==> src/rtl/cicid_pkg.sv <==
// Shared types and constants for the cloud-in-cell image deposit block.
package cicid_pkg;

  localparam int CFG_W   = 9;
  localparam int POS_W   = 21;
  localparam int DENS_W  = 32;
  localparam int IDX_W   = 8;
  localparam int CELL_W  = 48;
  localparam int PART_W  = 42;

  localparam logic [CFG_W-1:0] SIZE_RESET = 9'd256;

  localparam logic FUNC_DEPOSIT = 1'b0;
  localparam logic FUNC_READ    = 1'b1;

  typedef enum logic [3:0] {
    ST_CLEAR,
    ST_IDLE,
    ST_DECODE,
    ST_ROWMUL,
    ST_ROWSAVE,
    ST_WMUL,
    ST_DMUL,
    ST_ACC,
    ST_RREAD,
    ST_RDATA
  } state_e;

endpackage

==> src/rtl/cicid_mul.sv <==
// Shared registered multiplier used by the deposit sequencer.
module cicid_mul
  import cicid_pkg::*;
#(
  parameter int B_W = 18
) (
  input  logic                  clk_i,
  input  logic [DENS_W-1:0]     a_i,
  input  logic [B_W-1:0]        b_i,
  output logic [DENS_W+B_W-1:0] p_o
);

  logic [DENS_W+B_W-1:0] p_q;

  always_ff @(posedge clk_i) begin
    p_q <= (DENS_W+B_W)'(a_i) * (DENS_W+B_W)'(b_i);
  end

  assign p_o = p_q;

endmodule

==> config.mk <==
export PLATFORM = sky130hd
export DESIGN_NAME = cicid_mul
export DESIGN_NICKNAME = d
export VERILOG_FILES = /design/src/rtl/cicid_pkg.sv /design/src/rtl/cicid_mul.sv
export SDC_FILE = /design/constraint.sdc
export NUM_CORES = 1
export LEC_CHECK = 0
export ABC_AREA = 0
export BUFFER_PORTS_ARGS = -buffer_cell sky130_fd_sc_hd__buf_2
export CELL_PAD_IN_SITES_DETAIL_PLACEMENT = 0
export CELL_PAD_IN_SITES_GLOBAL_PLACEMENT = 1
export CORE_MARGIN = 2
export CORE_UTILIZATION = 45
export CTS_CLUSTER_SIZE = 10
export DETAILED_ROUTE_END_ITERATION = 10
export PLACE_DENSITY_LB_ADDON = 0.25
export SYNTH_ARGS = -nofsm -noshare
export SYNTH_HDL_FRONTEND = slang
export SYNTH_SLANG_ARGS = --single-unit
==> constraint.sdc <==
create_clock -name clk_i -period 6.5 [get_ports clk_i]
set_input_delay 0.65 -clock clk_i [delete_from_list [all_inputs] [get_ports clk_i]]
set_output_delay 0.65 -clock clk_i [all_outputs]
set_load 0.005 [all_outputs]
==> metrics.md <==
| Metric | Value |
|---|---|
| Critical path arrival | 6620 ps |
| Fillcell total | 3,920 |
| Post-synth ARST share | 0% |
| Hold WC Path Type | in -> reg |
| Syn Std Cell Area | 19,000 sq um |
| Chip width | 209 um |
| Post-place instance area | 21,800 sq um |
| WS Path Type | in -> reg |
| Top post-synthesis cells by area | fa_1, inv_1, ha_1, nand2_1, and2_1 |
| Synth cell types | 45 |
| Number of flip-flops in the largest register | 50 |
| DRC | 0 |
| RD Place Congestion | 0.939 |
| Root Buffer | clkbuf_16 |
| Post-route cell area | 22,400 sq um |
| Max Clock Freq | 156 MHz |
| Initial antenna violation count | 2 |
| Commonest non-fill, non-tap cell in the layout | inv_1 |
| Dominant cell type by area after synthesis | fa_1 |
| RSZ-0062 raised after global routing | yes |
| Slew Viols, Final | 0 |
| Initial DRC Count | 643 |
| Count of cells along the worst hold path | 2 |
| Final hold viol count | 0 |
| Slew headroom | 69.2% |
| Synthesized net count | 2,801 |
| Total track usage | 25.8% |
| Period minus WS final | 6400 ps |
| Gate Count Post-Synth | 2,146 |
| Detailed Routing Iterations Pass 1 | 5 |
| Status | complete, no violations |
| Fin crit share | 98.5% |
| Post-layout nets | 3,053 |
| Core area | 41,800 sq um |
| Placed Cells | 2,925 |
| Post-route ant nets | 0 |
| Share of cells above drive strength 1 | 16.5% |
| Starting Density | 45.4% |
| First-pass GRT wire length | 86,900 um |
| Predominant post-synthesis flop cell | dfxtp_1 |
| Grt total ovfl | 0 |
| Post-synth EDFFs | 0 |
| Tightest Pin Transition | 459 ps |
| Synthesized area per cell | 8.83 sq um |
| CTS Buf Count | 5 |
| Ys Warns | 0 |
| Vias in the first global route | 16.3k |
| I/O pins | 101 |
| CTS tree | yes |
| CP Capture Type | flop |
| Post-Place Worst Slack | -419 ps |
| Clock transition at path regs | 70 ps |
| CP required | 6720 ps |
| Vias/cell | 4.97 |
| Most frequent cells in the layout | inv_1, fa_1, nand2_1 |
| Clock buffer depth | 2 |
| Worst hold margin | 671 ps |
| Post-CTS Hold Fix Bufs | 0 |
| Setup violators final | 0 |
| Vias | 14.6k |
| Post-DP HPWL | 45,900 um |
| Register area share after synthesis | 5.28% |
| Max FO, Critical Path | 7 |
| DRT Wirelength | 52,400 um |
| TritonCTS Sinks | 50 |
| H-tree levels | 2 |
| Die area | 43,800 sq um |
| Yosys top cell area share | 50.7% |
| Max cap viols | 0 |
| Finished Layout Cells | 2,939 |
| CP Launch Type | input port |
| Largest net degree at the start of global routing | 20 |
| Setup slack after layout | 97.1 ps |
| Synthesized flop and latch total | 50 |
| Port Buffer Count | 100 |
| Die Span Y | 209 um |
| Area Overhead vs Synth | 18.1% |
| Drt wl/cell | 17.8 um |
| Site Rows | 75 |
stage by stage:
step	util [%]	TNS, ps
after floorplan	-	0
after global placement	52.2	-4770
final	53.6	0
after CTS	52.7	0
after global routing	53.6	-129
after detailed placement	52.2	-4700
worst max-delay path: stages:
cell and delay, ps:
buf_12 120, buf_12 130, and2_1 160, fa_1 480, inv_1 50, fa_1 460, fa_1 500, fa_1 570
inv_1 60, fa_1 450, fa_1 500, ha_2 310, a21oi_1 260, o21bai_1 110, a21o_1 160, a2111o_2 460
a22oi_2 310, o41a_1 300, a311o_1 250, buf_4 140, o21ai_2 50, xor2_1 150
area by class of cell:
cell class                 instances  area, sq um  area share (%)
multi-input combinational       1458        15700            70.3
timing repair buffer             350         2800            12.5
inverter                         533         2000            8.94
sequential                        50         1000            4.47
tap                              539          674            3.01
clock buffer                       7          133           0.592
clock inverter                     1         30.0           0.134
antenna                            1         2.50          0.0112
synth_stat cells (all sizes together) (5+ instances only):
| library cell | number |
|---|---|
| inv | 533 |
| fa | 480 |
| nand2 | 399 |
| and2 | 211 |
| ha | 124 |
| clkbuf | 101 |
| a21oi | 50 |
| dfxtp | 50 |
| xnor2 | 31 |
| nor2 | 27 |
| o21ai | 23 |
| a21o | 18 |
| xor2 | 15 |
| nand3 | 11 |
| a31oi | 9 |
| o21bai | 8 |
| nand4 | 7 |
| nor3 | 5 |
layer usage:
metal,part of all wire [%],wire [um],track usage (%),up-vias
met5,0.023,12,0,-
met4,4.0,2120,9.51,2
met3,3.7,1930,2.52,86
met2,51,26600,46.0,320
met1,41,21800,32.7,7544
li1,-,-,-,6669
worst paths after layout:
path / start / endpoint / slack [ps]
setup / recovery: a_i[5] / p_o[44]$_DFF_P_ / 100
hold / removal: b_i[0] / p_o[0]$_DFF_P_ / 670
cell families after synthesis:
group,Yosys count,synth area share (%)
compound gates,133,4.44
xor+xnor,46,2.13
fa+ha+maj,604,58.9
buf+inv,638,12.7
flops,50,5.28
simple gates,675,16.6
repair_timing:
action                     4_1_cts  5_1_grt
pin swaps                        4       41
gates cloned                     0        1
setup endpoints to repair        6       16
buffers inserted                 1        4
resized for setup                4       87
Power is left out: the tool's default activity adds up to more than one toggle a clock period on the data nets, which glitch-free logic cannot reach.
